==> src/sv/pal_pkg.sv <==
`timescale 1ns / 1ps

package pal_pkg;

	localparam int CAPACITY = 16;
	localparam int ADDR_W = $clog2(CAPACITY);
	localparam int CNT_W = 5;
	localparam int POS_W = 5;
	localparam int VAL_W = 32;
	localparam int ACT_W = 2;

	typedef enum logic [ACT_W-1:0] {
		ACT_INSERT = 2'd0,
		ACT_DELETE = 2'd1,
		ACT_LOCATE = 2'd2
	} action_t;

	typedef struct packed {
		logic load;
		logic ptr_ld;
		logic rd;
		logic fwd;
		logic shift;
		logic loc_chk;
		logic put;
		logic rm_cap;
		logic cnt_inc;
		logic cnt_dec;
		logic res_ld;
	} dp_cmd_t;

	typedef struct packed {
		logic [ACT_W-1:0] act;
		logic op_ok;
		logic append;
		logic del_last;
		logic cnt_zero;
		logic ins_end;
		logic scan_end;
		logic out_busy;
	} dp_stat_t;

endpackage

==> src/sv/pal_req_if.sv <==
`timescale 1ns / 1ps

interface pal_req_if;
	import pal_pkg::*;

	logic valid;
	logic ready;
	logic [ACT_W-1:0] action;
	logic [POS_W-1:0] position;
	logic signed [VAL_W-1:0] value;

	modport source (output valid, action, position, value, input ready);
	modport sink (input valid, action, position, value, output ready);

endinterface

==> src/sv/pal_rsp_if.sv <==
`timescale 1ns / 1ps

interface pal_rsp_if;
	import pal_pkg::*;

	logic valid;
	logic ready;
	logic ok;
	logic signed [VAL_W-1:0] removed_value;
	logic [POS_W-1:0] found_position;
	logic [CNT_W-1:0] count;
	logic is_empty;

	modport source (output valid, ok, removed_value, found_position, count, is_empty,
		input ready);
	modport sink (input valid, ok, removed_value, found_position, count, is_empty,
		output ready);

endinterface

==> src/sv/pal_ctrl.sv <==
`timescale 1ns / 1ps

module pal_ctrl (
	input  logic              clk,
	input  logic              arst_n,
	input  logic              req_valid,
	output logic              req_ready,
	input  pal_pkg::dp_stat_t stat,
	output pal_pkg::dp_cmd_t  cmd
);
	import pal_pkg::*;

	typedef enum logic [11:0] {
		ST_IDLE      = 12'b000000000001,
		ST_DISPATCH  = 12'b000000000010,
		ST_INS_SHIFT = 12'b000000000100,
		ST_INS_DRAIN = 12'b000000001000,
		ST_INS_PUT   = 12'b000000010000,
		ST_DEL_RD    = 12'b000000100000,
		ST_DEL_CAP   = 12'b000001000000,
		ST_DEL_SHIFT = 12'b000010000000,
		ST_DEL_DRAIN = 12'b000100000000,
		ST_LOC_SCAN  = 12'b001000000000,
		ST_LOC_LAST  = 12'b010000000000,
		ST_FINISH    = 12'b100000000000
	} state_t;

	state_t state_q, state_d;

	always_ff @(posedge clk or negedge arst_n) begin
		if (!arst_n) begin
			state_q <= ST_IDLE;
		end else begin
			state_q <= state_d;
		end
	end

	assign req_ready = (state_q == ST_IDLE);

	always_comb begin
		state_d = state_q;
		cmd = '0;
		case (state_q)
			ST_IDLE: begin
				if (req_valid) begin
					cmd.load = 1'b1;
					state_d = ST_DISPATCH;
				end
			end
			ST_DISPATCH: begin
				cmd.ptr_ld = 1'b1;
				case (stat.act)
					ACT_INSERT: begin
						if (!stat.op_ok) begin
							state_d = ST_FINISH;
						end else if (stat.append) begin
							state_d = ST_INS_PUT;
						end else begin
							state_d = ST_INS_SHIFT;
						end
					end
					ACT_DELETE: begin
						state_d = stat.op_ok ? ST_DEL_RD : ST_FINISH;
					end
					ACT_LOCATE: begin
						state_d = stat.cnt_zero ? ST_FINISH : ST_LOC_SCAN;
					end
					default: begin
						state_d = ST_FINISH;
					end
				endcase
			end
			ST_INS_SHIFT: begin
				cmd.rd = 1'b1;
				cmd.shift = 1'b1;
				if (stat.ins_end) begin
					state_d = ST_INS_DRAIN;
				end
			end
			ST_INS_DRAIN: begin
				state_d = ST_INS_PUT;
			end
			ST_INS_PUT: begin
				cmd.put = 1'b1;
				cmd.cnt_inc = 1'b1;
				state_d = ST_FINISH;
			end
			ST_DEL_RD: begin
				cmd.rd = 1'b1;
				cmd.fwd = 1'b1;
				state_d = ST_DEL_CAP;
			end
			ST_DEL_CAP: begin
				cmd.rm_cap = 1'b1;
				if (stat.del_last) begin
					cmd.cnt_dec = 1'b1;
					state_d = ST_FINISH;
				end else begin
					state_d = ST_DEL_SHIFT;
				end
			end
			ST_DEL_SHIFT: begin
				cmd.rd = 1'b1;
				cmd.fwd = 1'b1;
				cmd.shift = 1'b1;
				if (stat.scan_end) begin
					state_d = ST_DEL_DRAIN;
				end
			end
			ST_DEL_DRAIN: begin
				cmd.cnt_dec = 1'b1;
				state_d = ST_FINISH;
			end
			ST_LOC_SCAN: begin
				cmd.rd = 1'b1;
				cmd.fwd = 1'b1;
				cmd.loc_chk = 1'b1;
				if (stat.scan_end) begin
					state_d = ST_LOC_LAST;
				end
			end
			ST_LOC_LAST: begin
				state_d = ST_FINISH;
			end
			ST_FINISH: begin
				if (!stat.out_busy) begin
					cmd.res_ld = 1'b1;
					state_d = ST_IDLE;
				end
			end
			default: begin
				state_d = ST_IDLE;
			end
		endcase
	end

endmodule

==> src/sv/pal_datapath.sv <==
`timescale 1ns / 1ps

module pal_datapath (
	input  logic                              clk,
	input  logic                              arst_n,
	input  logic [pal_pkg::ACT_W-1:0]         action,
	input  logic [pal_pkg::POS_W-1:0]         position,
	input  logic signed [pal_pkg::VAL_W-1:0]  value,
	input  pal_pkg::dp_cmd_t                  cmd,
	output pal_pkg::dp_stat_t                 stat,
	pal_rsp_if.source                         rsp
);
	import pal_pkg::*;

	logic [VAL_W-1:0] mem_q [CAPACITY];
	logic [VAL_W-1:0] rd_data_q;

	logic [ACT_W-1:0] act_q;
	logic [CNT_W-1:0] pos_q;
	logic [VAL_W-1:0] val_q;
	logic [CNT_W-1:0] cnt_q;
	logic             ok_q;
	logic [ADDR_W-1:0] ptr_q;
	logic [ADDR_W-1:0] dst_q;
	logic [ADDR_W-1:0] tag_q;
	logic             pend_q;
	logic             chk_q;
	logic             hit_q;
	logic [CNT_W-1:0] found_q;
	logic [VAL_W-1:0] removed_q;

	logic             rsp_valid_q;
	logic             rsp_ok_q;
	logic [VAL_W-1:0] rsp_removed_q;
	logic [CNT_W-1:0] rsp_found_q;
	logic [CNT_W-1:0] rsp_count_q;
	logic             rsp_empty_q;

	logic [CNT_W:0]   in_pos_x;
	logic [CNT_W:0]   cnt_x;
	logic             in_ins_ok;
	logic             in_del_ok;
	logic [CNT_W-1:0] pos_m1;
	logic [CNT_W-1:0] cnt_m1;
	logic [ADDR_W-1:0] ptr_init;
	logic             cmp_hit;
	logic             wr_en;
	logic [ADDR_W-1:0] wr_addr;
	logic [VAL_W-1:0] wr_data;

	assign in_pos_x = (CNT_W+1)'(position);
	assign cnt_x = (CNT_W+1)'(cnt_q);
	assign in_ins_ok = (position != '0) && (in_pos_x <= cnt_x + (CNT_W+1)'(1))
		&& (cnt_q < CNT_W'(CAPACITY));
	assign in_del_ok = (position != '0) && (in_pos_x <= cnt_x);

	assign pos_m1 = pos_q - CNT_W'(1);
	assign cnt_m1 = cnt_q - CNT_W'(1);

	always_comb begin
		case (act_q)
			ACT_INSERT: ptr_init = cnt_m1[ADDR_W-1:0];
			ACT_DELETE: ptr_init = pos_m1[ADDR_W-1:0];
			default:    ptr_init = '0;
		endcase
	end

	assign cmp_hit = chk_q && (rd_data_q == val_q);

	assign wr_en = pend_q || cmd.put;
	assign wr_addr = pend_q ? dst_q : pos_m1[ADDR_W-1:0];
	assign wr_data = pend_q ? rd_data_q : val_q;

	always_ff @(posedge clk) begin
		if (wr_en) begin
			mem_q[wr_addr] <= wr_data;
		end
		if (cmd.rd) begin
			rd_data_q <= mem_q[ptr_q];
		end
	end

	always_ff @(posedge clk or negedge arst_n) begin
		if (!arst_n) begin
			cnt_q <= '0;
			pend_q <= 1'b0;
			chk_q <= 1'b0;
			hit_q <= 1'b0;
			ok_q <= 1'b0;
			rsp_valid_q <= 1'b0;
		end else begin
			pend_q <= cmd.shift;
			chk_q <= cmd.loc_chk;
			if (cmd.load) begin
				ok_q <= ((action == ACT_INSERT) && in_ins_ok)
					|| ((action == ACT_DELETE) && in_del_ok);
				hit_q <= 1'b0;
			end else if (cmp_hit) begin
				hit_q <= 1'b1;
			end
			if (cmd.cnt_inc) begin
				cnt_q <= cnt_q + CNT_W'(1);
			end else if (cmd.cnt_dec) begin
				cnt_q <= cnt_m1;
			end
			if (cmd.res_ld) begin
				rsp_valid_q <= 1'b1;
			end else if (rsp.ready) begin
				rsp_valid_q <= 1'b0;
			end
		end
	end

	always_ff @(posedge clk) begin
		if (cmd.load) begin
			act_q <= action;
			pos_q <= CNT_W'(position);
			val_q <= value;
			found_q <= '0;
			removed_q <= '0;
		end else begin
			if (cmp_hit && !hit_q) begin
				found_q <= CNT_W'(tag_q) + CNT_W'(1);
			end
			if (cmd.rm_cap) begin
				removed_q <= rd_data_q;
			end
		end
		if (cmd.ptr_ld) begin
			ptr_q <= ptr_init;
		end else if (cmd.rd) begin
			ptr_q <= cmd.fwd ? ptr_q + ADDR_W'(1) : ptr_q - ADDR_W'(1);
		end
		if (cmd.rd) begin
			tag_q <= ptr_q;
			dst_q <= cmd.fwd ? ptr_q - ADDR_W'(1) : ptr_q + ADDR_W'(1);
		end
		if (cmd.res_ld) begin
			rsp_ok_q <= ok_q || hit_q;
			rsp_removed_q <= removed_q;
			rsp_found_q <= found_q;
			rsp_count_q <= cnt_q;
			rsp_empty_q <= (cnt_q == '0);
		end
	end

	assign stat.act = act_q;
	assign stat.op_ok = ok_q;
	assign stat.append = (pos_q == cnt_q + CNT_W'(1));
	assign stat.del_last = (pos_q == cnt_q);
	assign stat.cnt_zero = (cnt_q == '0);
	assign stat.ins_end = (CNT_W'(ptr_q) == pos_m1);
	assign stat.scan_end = (CNT_W'(ptr_q) == cnt_m1);
	assign stat.out_busy = rsp_valid_q && !rsp.ready;

	assign rsp.valid = rsp_valid_q;
	assign rsp.ok = rsp_ok_q;
	assign rsp.removed_value = rsp_removed_q;
	assign rsp.found_position = POS_W'(rsp_found_q);
	assign rsp.count = rsp_count_q;
	assign rsp.is_empty = rsp_empty_q;

endmodule

==> src/sv/positional_array_list_unit.sv <==
`timescale 1ns / 1ps

// Packed list of up to CAPACITY signed 32-bit entries that serves insert, delete and
// locate requests one at a time. A request is taken on the req channel only while no
// other request is in progress, and its single result appears on the rsp channel.
// A refused request, an undefined action and a locate on an empty list go straight to
// their result; an insert that appends at the end writes its entry without a shift, a
// delete that takes the last entry captures it without a shift, and every other request
// shifts or scans the list. The entry memory has one read port and one write port, so
// the walk moves or compares one entry per cycle. A result that is still stalled on the
// rsp channel holds the next one back, and a new request can be taken in the same cycle
// as the previous result becomes valid.
// The entry memory needs no clearing after reset, since only written entries are read.
module positional_array_list_unit (
	input  logic        clk,
	input  logic        arst_n,
	pal_req_if.sink     req,
	pal_rsp_if.source   rsp
);
	import pal_pkg::*;

	dp_cmd_t  cmd;
	dp_stat_t stat;

	pal_ctrl u_ctrl (
		.clk       (clk),
		.arst_n    (arst_n),
		.req_valid (req.valid),
		.req_ready (req.ready),
		.stat      (stat),
		.cmd       (cmd)
	);

	pal_datapath u_datapath (
		.clk      (clk),
		.arst_n   (arst_n),
		.action   (req.action),
		.position (req.position),
		.value    (req.value),
		.cmd      (cmd),
		.stat     (stat),
		.rsp      (rsp)
	);

endmodule

==> src/flat_wrapper.sv <==
// flat-port wrapper written by rule: the top's interface ports become plain ports
module positional_array_list_unit_flat import pal_pkg::*;
  (clk, arst_n, req_valid, req_action, req_position, req_value, req_ready, rsp_valid, rsp_ok, rsp_removed_value, rsp_found_position, rsp_count, rsp_is_empty, rsp_ready);
  pal_req_if req_i ();
  pal_rsp_if rsp_i ();
  input  logic clk;
  input  logic arst_n;
  input wire logic [$bits(req_i.valid)-1:0] req_valid;
  input wire logic [$bits(req_i.action)-1:0] req_action;
  input wire logic [$bits(req_i.position)-1:0] req_position;
  input wire logic [$bits(req_i.value)-1:0] req_value;
  output wire logic [$bits(req_i.ready)-1:0] req_ready;
  output wire logic [$bits(rsp_i.valid)-1:0] rsp_valid;
  output wire logic [$bits(rsp_i.ok)-1:0] rsp_ok;
  output wire logic [$bits(rsp_i.removed_value)-1:0] rsp_removed_value;
  output wire logic [$bits(rsp_i.found_position)-1:0] rsp_found_position;
  output wire logic [$bits(rsp_i.count)-1:0] rsp_count;
  output wire logic [$bits(rsp_i.is_empty)-1:0] rsp_is_empty;
  input wire logic [$bits(rsp_i.ready)-1:0] rsp_ready;
  assign req_i.valid = req_valid;
  assign req_i.action = req_action;
  assign req_i.position = req_position;
  assign req_i.value = req_value;
  assign req_ready = req_i.ready;
  assign rsp_valid = rsp_i.valid;
  assign rsp_ok = rsp_i.ok;
  assign rsp_removed_value = rsp_i.removed_value;
  assign rsp_found_position = rsp_i.found_position;
  assign rsp_count = rsp_i.count;
  assign rsp_is_empty = rsp_i.is_empty;
  assign rsp_i.ready = rsp_ready;
  positional_array_list_unit u_core (.clk(clk), .arst_n(arst_n), .req(req_i), .rsp(rsp_i));
endmodule
==> config.mk <==
export PLATFORM = sky130hd
export DESIGN_NAME = positional_array_list_unit_flat
export DESIGN_NICKNAME = d
export VERILOG_FILES = /design/src/sv/pal_pkg.sv /design/src/sv/pal_req_if.sv /design/src/sv/pal_rsp_if.sv /design/src/sv/pal_ctrl.sv /design/src/sv/pal_datapath.sv /design/src/sv/positional_array_list_unit.sv /design/src/flat_wrapper.sv
export SDC_FILE = /design/constraint.sdc
export NUM_CORES = 1
export LEC_CHECK = 0
export ABC_AREA = 0
export ABC_CLOCK_PERIOD_IN_PS = 5300
export BUFFER_PORTS_ARGS = -buffer_cell sky130_fd_sc_hd__buf_2
export CORE_MARGIN = 2
export CORE_UTILIZATION = 60
export DETAILED_ROUTE_END_ITERATION = 8
export GPL_TIMING_DRIVEN = 0
export PLACE_DENSITY = 0.8
export SETUP_SLACK_MARGIN = 0.3
export SLEW_MARGIN = 20
export SYNTH_ARGS = -nofsm -noshare
export SYNTH_HDL_FRONTEND = slang
export SYNTH_SLANG_ARGS = --single-unit
==> constraint.sdc <==
create_clock -name clk -period 5.3 [get_ports clk]
set_input_delay 0 -clock clk [delete_from_list [all_inputs] [get_ports clk]]
set_output_delay 0 -clock clk [all_outputs]
set_load 0.01 [all_outputs]
======== Yosys cells after proc, flatten, opt, wreduce, memory -nomap -nowiden ========
Memories as Yosys holds them, arrays and structs flattened. A register that Yosys moved wholly into a read port is not among the register bits.
Cells that the tools add are included.
operators by class
  add/subtract/negate cells ............... 7
  multipliers ............................. 0
  divide/modulo/power cells ............... 0
  order comparisons ....................... 3
  equal/unequal tests ..................... 25
  shift-type cells ........................ 0
  mux-type cells .......................... 40
  bitwise operators ....................... 0
  reduce and logical (&&, ||, !) cells .... 26
operator list
  operator              count
  $pmux 12 s10          1
  $mux 12               9
  $pmux 12 s3           1
  $eq 32x32->1          1
  $mux 32               1
  $mux 4                5
  $mux 1                18
  $mux 5                3
  $eq 12x1->1 const B   1
  $eq 12x10->1 const B  1
  $eq 12x11->1 const B  1
  $eq 12x12->1 const B  1
  $eq 12x2->1 const B   1
  $eq 12x3->1 const B   1
  $eq 12x4->1 const B   1
  $eq 12x5->1 const B   1
  $eq 12x6->1 const B   1
  $eq 12x7->1 const B   1
  $eq 12x8->1 const B   1
  $eq 12x9->1 const B   1
  $eq 4x5->1            2
  $eq 5x5->1            2
  $sub 5x1->5 const B   2
  $logic_and 1x1->1     8
  24 further kinds      36
word-level totals
  bits in registers ....................... 154
  bits in latches ......................... 0
  bits in writable memories ............... 512
  bits in read-only memories .............. 0
  output and inout port bits .............. 46
  word-level logic and storage cells ...... 122
  memories kept ........................... 1
memories
  memory                   words  bits a word  rd ports  clocked after memory_dff  write ports  line                RTL
  u_core.u_datapath.mem_q  16     32           1         1                         1            pal_datapath.sv:15  logic [VAL_W-1:0] mem_q [CAPACITY];

======== Depth between registers and ports, before layout ========
Gate-level depths: netlist (run 1).
  depth in word-level cells ............... 6
  mapped depth ............................ 11

======== By module ========
Synthesis (run 1) repeated with hierarchy kept, for this count alone.
unflattened totals
  cells, all modules ...................... 1562
  area, all modules ....................... 27816.7 µm²
by module, submodules not included
  module        instances  cells an instance  area an instance (µm²)
  pal_datapath  1          1465               26925.8
  pal_ctrl      1          97                 890.9

======== Worst setup path after synthesis (run 1) ========
OpenSTA, ideal clock, no wires.
  path type ............................... register to register
  start point ............................. register u_core.u_ctrl.state_q[7]
  end point ............................... register u_core.u_datapath.rsp_count_q[0], in the netlist u_core.u_datapath.rsp.count[0], enable pin
  arrival ................................. 4066 ps
  required time ........................... 4840 ps
  slack ................................... 773 ps
  cell stages (with the launch flop) ...... 6
  clock period less this slack ............ 4527 ps
  cells stage by stage .................... dfrtp_1 buf_6 or4_4 or4_4 or3b_4 a21oi_1
RTL lines
  item                    line                 RTL
  from (decl)             pal_ctrl.sv:28       state_t state_q, state_d;
  from (signal assigned)  pal_ctrl.sv:34       state_q <= state_d;
  to (signal assigned)    pal_datapath.sv:142  rsp_count_q <= cnt_q;
  to (decl)               pal_datapath.sv:36   logic [CNT_W-1:0] rsp_count_q;

==> impl_results.md, run 1 <==
* Row count at 78
* Clk buf depth at 3
* Synth Warn # at 0
* Cell-internal power at 9.699 mW
* Worst-Skew Late Latency at 600 ps
* WS Path Type: reg -> reg
* Post-synthesis register bit count at 698
* CP Launch Type: flip-flop
* Largest net degree at the start of global routing at 41
* Buffers on Ports at 88
* Tmin final at 4041 ps
* CTS Hold Bufs at 44
* Mapped Nets at 1714
* Critical Path AT at 4350 ps
* Post-CTS Resized at 0
* Dpl hpwl at 44870 um
* Nets at 1936
* CTS Buf Count at 68
* Fin area at 32040 um2
* Post-synthesis mux area share at 0.1168
* Vias in the first global route at 15840
* Synth Instances at 1654
* Max Cap Violations at 0
* Top Ports at 89
* Die height at 219.0 um
* Post-synth EDFFs at 639
* Yosys top cell area share at 0.6920
* Unique masters post-synth at 61
* Post-synth top area cell: edfxtp_1
* Die X at 219.0 um
* Endpoints failing hold at 0
* CP cell instances: clkbuf_1 > clkbuf_1 > buf_2 > buf_1 > mux2i_1 > a21oi_1 > a22oi_1 > o21ai_0
* Routed via count at 16200
* Htree depth at 3
* Dpl cell area at 29520 um2
* Mean post-synth cell area at 16.76 um2
* DR DRC count at 0
* Worst-path clk slew at 60 ps
* Slew Limit Fails at 0
* Net Sw Frac at 0.2630
* Setup TNS at 0 ps
* Core area at 45480 um2
* R2R Setup Slk at 1260 ps
* Total setup buffers inserted after CTS at 0
* Global placement routability congestion at 0.8552
* Worst setup endpoint: u_core.u_datapath.rd_data_q[29]$_DFFE_PP_
* Comb pwr share at 0.157
* DRT Pass-1 Iters at 6
* Pwr/cell area at 410.7 nW/um2
* Root buffer cell: clkbuf_16
* Area share of fa/ha/maj cells after synthesis at 0.007671
* Top_reg_cell synth: edfxtp_1
* Initial drt markers at 2418
* Critical Path Fanout Max at 10
* Clock power share at 0.347
* Synthesized cell area at 27730 um2
* Top-count cell post-synth: edfxtp_1
* Commonest cells in the synthesized netlist: edfxtp_1 (639), nand2_1 (154), mux2i_1 (138), nor2_1 (81), a21oi_1 (77)
* N_diodes at 0
* Slowest CP cell: buf_1
* Status: finished, final reports clean
* Final Cycle Share at 0.7625
* Worst slew pin tran at 1138 ps
* Crit path from: u_core.u_datapath.ptr_q[0]$_DFFE_PP_
* Post-synthesis xor/xnor area fraction at 0.02134
* DIE AREA at 47950 um2
* Vias/cell at 6.416
* Initial core utilization at 0.6097
* R2R Path Start: u_core.u_datapath.ptr_q[0]$_DFFE_PP_
* RSZ-0062 raised after global routing: no
* Worst r2r dst: u_core.u_datapath.rd_data_q[29]$_DFFE_PP_
* Worst vdd ir at 0.2604 mV
* Crit. End Element: flip-flop
* Fmax at 247.5 MHz
* Hold Slack at 108.9 ps
* TritonCTS clock tree: built
* Sequential-to-total area share from yosys stat at 0.7386
* Compound-Gate Fraction of Synth Area at 0.04932
* Setup-failing EPs final at 0
* Slew headroom at 0.2414
* Post-DRT Antenna Nets at 0
* Skew final at 20.83 ps
* Sink Count at 698
* Most frequent CP cell: clkbuf_1
* Synth top area cells: edfxtp_1 (69%), mux4_2 (5.4%), mux2i_1 (5.0%)
* Seq pwr share at 0.497
* Wire length per cell at 27.08 um
* Total Wirelength at 68380 um
* GRT overflow at 0
* Global-route wire length before repair at 99620 um
* Largest family of logic cells by synthesized area: multiplexers
* Critical Path RT at 5610 ps
* Leak pwr at 10.98 nW
* Aggregate global-route resource usage at 0.2905
* Ys async rst share at 0.03152
* Sw power at 3.461 mW
* Synthesized-area fraction occupied by and/or/nand/nor cells at 0.05004
* Layout cells sized above 1 at 0.1771
* Hold Crit Class: in -> reg
* Cells on worst reg2reg path at 8
* Syn-to-layout area delta at 15.55%
* Largest stage delay, worst path at 730 ps
* Initial antenna violation count at 1
* Tot Pwr at 13.16 mW
## registers in the layout, indices dropped and copies added (netlist names), 5 cells and up
signal	flops
u_core.u_ctrl.state_q	12
u_core.u_datapath.cnt_q	5
u_core.u_datapath.found_q	5
u_core.u_datapath.mem_q	512
u_core.u_datapath.pos_q	5
u_core.u_datapath.rd_data_q	32
u_core.u_datapath.removed_q	32
u_core.u_datapath.rsp.count	5
u_core.u_datapath.rsp.found_position	5
u_core.u_datapath.rsp.removed_value	32
u_core.u_datapath.val_q	32
## per-stage QoR
| step | setup slack, ps | utilization | std cells |
|---|---|---|---|
| floorplan | 773.4 | - | 1654 |
| global placement | -714.6 | 0.6359 | 2342 |
| detailed placement | 1521 | 0.6492 | 2362 |
| CTS | 1476 | 0.7044 | 2525 |
| global route | 1309 | 0.7045 | 2525 |
| finish | 1259 | 0.7045 | 2525 |
## power groups by stage
stage / logic [mW] / registers [mW] / clock network [mW]
6_report: 2.06 / 6.53 / 4.56
5_1_grt: 2.20 / 6.54 / 4.80
4_1_cts: 2.02 / 6.53 / 4.58
3_5_place_dp: 1.99 / 6.65 / 0
3_3_place_gp: 1.86 / 6.66 / 0
2_1_floorplan: 1.27 / 6.61 / 0
## worst min-delay path by stage
stage / startpoint / end / slack [ps] / depth (start not counted)
after floorplan: arst_n / u_core.u_ctrl.state_q[10]$_DFFE_PN0P_ / -300 / 0
after global placement: arst_n / u_core.u_datapath.cnt_q[0]$_DFFE_PN0P_ / 4 / 1
after detailed placement: arst_n / u_core.u_ctrl.state_q[3]$_DFFE_PN0P_ / -3 / 1
after CTS: req_value[19] / u_core.u_datapath.val_q[19]$_DFFE_PP_ / 90 / 2
after global routing: req_value[19] / u_core.u_datapath.val_q[19]$_DFFE_PP_ / 100 / 2
final: req_value[19] / u_core.u_datapath.val_q[19]$_DFFE_PP_ / 110 / 2
## worst max-delay path: cells and delay by family, from the launching register on
family	cells	cell delay, ps
buffers and inverters	4	2470
AOI/OAI and AO/OA	3	510
DFF	1	440
muxes	1	320
## routing by layer
metal	vias up	routed length, um	track usage
li1	6875	-	-
met1	8033	25310	0.3886
met2	1083	32730	0.4708
met3	210	7208	0.05100
met4	0	3129	0.1345
met5	-	0	0
## cells by family after synthesis
logic type | Yosys count
and+or+nand+nor | 313
AOI/OAI and AO/OA | 212
muxes | 237
xor gates and xnor gates | 66
DFF | 698
buffers and inverters | 111
adders and majority gates | 17
## cells in the final DEF (no fill, tap or decap), drive strengths merged, types with 2 or more instances in the layout
| cell | Yosys | final |
|---|---|---|
| dfrtp | 21 | 21 |
| nor4b | 4 | 4 |
| or4 | 5 | 5 |
| or3b | 2 | 2 |
| nand4 | 5 | 5 |
| nor3 | 14 | 14 |
| a21o | 2 | 2 |
| nand3 | 14 | 14 |
| ha | 17 | 17 |
| xnor2 | 25 | 25 |
| clkinv | 0 | 18 |
| a221oi | 32 | 32 |
| a22oi | 32 | 32 |
| inv | 27 | 29 |
| or3 | 2 | 2 |
| nor2 | 81 | 81 |
| nand2b | 3 | 3 |
| clkbuf | 57 | 158 |
| mux2 | 33 | 33 |
| o21ai | 40 | 40 |
| dfxtp | 37 | 37 |
| bufinv | 0 | 2 |
| a21oi | 77 | 77 |
| nor4 | 11 | 11 |
| mux2i | 138 | 138 |
| o31ai | 3 | 3 |
| mux4 | 66 | 66 |
| buf | 26 | 130 |
| and3 | 8 | 8 |
| o2111ai | 8 | 8 |
| xor2 | 40 | 40 |
| nor3b | 2 | 2 |
| dlygate4sd3 | 0 | 44 |
| a211oi | 3 | 3 |
| nand2 | 154 | 154 |
| a31oi | 2 | 2 |
| nor2b | 5 | 5 |
| edfxtp | 639 | 639 |
| o22ai | 2 | 2 |
## layout make-up
class                      instances  area, um2
buffer                            84      356.6
clock buffer                      97       1901
clock inverter                    22      171.4
fill                            2785      13440
inverter                          27      101.3
multi-input combinational        845       6938
sequential                       698      20480
tap                              600      750.7
timing repair buffer             152       1341
Power figures use the tool's default switching activity.
==> inputs of run 2 (changes only) <==
--- a/config.mk
+++ b/config.mk
@@ -6,13 +6,13 @@
 export NUM_CORES = 1
 export LEC_CHECK = 0
 export ABC_AREA = 0
-export ABC_CLOCK_PERIOD_IN_PS = 5300
+export ABC_CLOCK_PERIOD_IN_PS = 3600
 export BUFFER_PORTS_ARGS = -buffer_cell sky130_fd_sc_hd__buf_2
 export CORE_MARGIN = 2
-export CORE_UTILIZATION = 60
+export CORE_UTILIZATION = 56
 export DETAILED_ROUTE_END_ITERATION = 8
 export GPL_TIMING_DRIVEN = 0
-export PLACE_DENSITY = 0.8
+export PLACE_DENSITY = 0.79
 export SETUP_SLACK_MARGIN = 0.3
 export SLEW_MARGIN = 20
 export SYNTH_ARGS = -nofsm -noshare
==> constraint.sdc (replaced) <==
create_clock -name clk -period 3.6 [get_ports clk]
set_input_delay 0 -clock clk [delete_from_list [all_inputs] [get_ports clk]]
set_output_delay 0 -clock clk [all_outputs]
set_load 0.01 [all_outputs]
==> impl_results.md, run 2 (same netlist as run 1, synthesis figures left out) <==
* Status: finished, final reports clean (unchanged)
* HP Start: req_value[0] (was req_value[19])
* Hold Path End: u_core.u_datapath.val_q[0]$_DFFE_PP_ (was u_core.u_datapath.val_q[19]$_DFFE_PP_)
* Leak pwr at 11.28 nW (was 10.98 nW)
* Worst r2r dst: u_core.u_datapath.removed_q[1]$_SDFFE_PP0P_ (was u_core.u_datapath.rd_data_q[29]$_DFFE_PP_)
* Setup-failing EPs final at 0 (unchanged)
* Most frequent cells in the layout: edfxtp_1 (639), nand2_1 (153), mux2i_1 (138) (unchanged)
* Largest register FFs at 512 (unchanged)
* Skew final at 29.76 ps (was 20.83 ps)
* Commonest non-fill, non-tap cell in the layout: edfxtp_1 (unchanged)
* Worst slew pin tran at 1007 ps (was 1138 ps)
* Clk buf depth at 3 (unchanged)
* Core area at 48950 um2 (was 45480 um2)
* Slew headroom at 0.3113 (was 0.2414)
* R2R Path Start: u_core.u_ctrl.state_q[3]$_DFFE_PN0P_ (was u_core.u_datapath.ptr_q[0]$_DFFE_PP_)
* Buffers on Ports at 88 (unchanged)
* Worst-Skew Late Latency at 610 ps (was 600 ps)
* Htree depth at 3 (unchanged)
* Root buffer cell: clkbuf_16 (unchanged)
* TritonCTS clock tree: built (unchanged)
* Tmin final at 3338 ps (was 4041 ps)
* Row count at 81 (was 78)
* Global-route wire length before repair at 103200 um (was 99620 um)
* CTS Buf Count at 70 (was 68)
* Slew Limit Fails at 0 (unchanged)
* Hold Path Stages at 2 (unchanged)
* Largest net degree at the start of global routing at 41 (unchanged)
* DRT Pass-1 Iters at 6 (unchanged)
* Pre-CTS setup slack at -72.98 ps (was 1521 ps)
* Dpl hpwl at 45380 um (was 44870 um)
* Nets at 1960 (was 1936)
* Vias/cell at 6.221 (was 6.416)
* Crit. End Element: flip-flop (unchanged)
* Wire length per cell at 27.24 um (was 27.08 um)
* Worst-path clk slew at 60 ps (about the same)
* Max Cap Violations at 0 (unchanged)
* Tot Pwr at 19.95 mW (was 13.16 mW)
* Routed via count at 16280 (was 16200)
* DR DRC count at 0 (unchanged)
* Slowest CP cell: nor4_1 (was buf_1)
* Die X at 226.5 um (was 219.0 um)
* GRT overflow at 0 (unchanged)
* Hold Crit Class: in -> reg (unchanged)
* Worst vdd ir at 0.4603 mV (was 0.2604 mV)
* Syn-to-layout area delta at 18.02% (was 15.55%)
* Initial drt markers at 2369 (was 2418)
* Cells on worst reg2reg path at 6 (was 8)
* RSZ-0062 raised after global routing: no (unchanged)
* N_diodes at 0 (unchanged)
* Vias in the first global route at 16360 (was 15840)
* Critical Path RT at 4120 ps (was 5610 ps)
* Layout cells sized above 1 at 0.1998 (was 0.1771)
* Sink Count at 698 (unchanged)
* Fin cells at 2616 (was 2525)
* Die height at 226.5 um (was 219.0 um)
* CP cell instances: nor4_1 > and3_1 > clkbuf_1 > clkbuf_1 > nand2_1 > a21oi_1 (was clkbuf_1 > clkbuf_1 > buf_2 > buf_1 > mux2i_1 > a21oi_1 > a22oi_1 > o21ai_0)
* Setup ws final at 262.4 ps (was 1259 ps)
* DIE AREA at 51310 um2 (was 47950 um2)
* Top Ports at 89 (unchanged)
* R2R Setup Slk at 260 ps (was 1260 ps)
* Endpoints failing hold at 0 (unchanged)
* Post-DRT Antenna Nets at 0 (unchanged)
* Pwr/cell area at 609.8 nW/um2 (was 410.7 nW/um2)
* Critical Path Fanout Max at 10 (unchanged)
* Most frequent CP cell: clkbuf_1 (unchanged)
* Aggregate global-route resource usage at 0.2835 (was 0.2905)
* Largest stage delay, worst path at 860 ps (was 730 ps)
* Initial core utilization at 0.5665 (was 0.6097)
* Dpl cells at 2427 (was 2362)
* Fmax at 299.6 MHz (was 247.5 MHz)
* CP Launch Type: flip-flop (unchanged)
* WS Path Type: reg -> reg (unchanged)
* Critical Path AT at 3860 ps (was 4350 ps)
* Final Cycle Share at 0.9271 (was 0.7625)
* Most flop-heavy register: u_core.u_datapath.mem_q (unchanged)
* Total Wirelength at 71250 um (was 68380 um)
* Layout fillers at 3110 (was 2785)
* Initial antenna violation count at 0 (was 1)
* Global placement routability congestion at 0.8343 (was 0.8552)
-- run 2: cell types whose count changed in the layout (fill, tap and decap cells not counted), sizes merged --
cell	previous run	this run
buf	130	145
bufinv	2	8
clkdlybuf4s18	0	1
clkinvlp	0	3
clkdlybuf4s15	0	2
dlygate4sd3	44	43
clkinv	18	19
-- run 2: worst max-delay path by stage --
stage                                               from                                                 to  slack, ps
floorplan           u_core.u_ctrl.state_q[3]$_DFFE_PN0P_           u_core.u_datapath.mem_q[13][0]$_DFFE_PP_         30
global placement    u_core.u_ctrl.state_q[3]$_DFFE_PN0P_           u_core.u_datapath.mem_q[5][16]$_DFFE_PP_      -2120
detailed placement  u_core.u_datapath.ptr_q[0]$_DFFE_PP_          u_core.u_datapath.rd_data_q[28]$_DFFE_PP_        -70
CTS                 u_core.u_ctrl.state_q[7]$_DFFE_PN0P_  u_core.u_datapath.rsp.removed_value[12]$_DFFE_PP_        320
global route        u_core.u_datapath.ptr_q[0]$_DFFE_PP_          u_core.u_datapath.rd_data_q[17]$_DFFE_PP_        310
finish              u_core.u_ctrl.state_q[3]$_DFFE_PN0P_        u_core.u_datapath.removed_q[1]$_SDFFE_PP0P_        260
-- run 2: per-stage QoR --
stage	instance area [um2]	util	TNS (ps)	hold slack [ps]
3_3_place_gp	29020	0.5928	-900190	-5.114
6_report	32730	0.6685	0	99.05
4_1_cts	32680	0.6677	0	87.86
2_1_floorplan	27750	-	0	-295.6
3_5_place_dp	29640	0.6056	-711.5	-0.1247
5_1_grt	32730	0.6685	0	101.4
-- run 2: critical path, delay by kind of cell, from the launching register on --
| kind | cells | cell delay [ps] |
|---|---|---|
| simple gates | 3 | 1470 |
| flops | 1 | 420 |
| compound gates | 1 | 200 |
| buf+inv | 2 | 1170 |
-- run 2: power by group --
part           switching, mW  leakage [nW]  internal, mW
Clock                   2.97          1.10          4.28
Combinational           2.06          3.81          1.03
Sequential             0.172          6.36          9.45
Total                   5.20          11.3          14.8
-- run 2: layout make-up --
cell class / instances / area, um2 / area share
tap: 664 / 830.8 / 0.02539
clock buffer: 92 / 1896 / 0.05792
clock inverter: 32 / 365.4 / 0.01116
timing repair buffer: 174 / 1704 / 0.05207
inverter: 27 / 101.3 / 0.003097
multi-input combinational: 845 / 6949 / 0.2123
buffer: 84 / 397.9 / 0.01216
sequential: 698 / 20480 / 0.6258
-- run 2: routing by layer --
| metal | track usage | vias up | routed length [um] |
|---|---|---|---|
| met5 | 0 | - | 0 |
| met4 | 0.1278 | 0 | 3277 |
| met3 | 0.05598 | 219 | 7210 |
| met2 | 0.4633 | 1031 | 34560 |
| met1 | 0.3717 | 8114 | 26200 |
| li1 | - | 6911 | - |
-- run 2: repair_timing --
action	CTS	global route
setup buffers	19	2
gates resized for setup	9	22
setup endpoints to repair	380	118
endpoints found under the hold margin	77	0
hold buffers	44	0
pin swaps	16	0
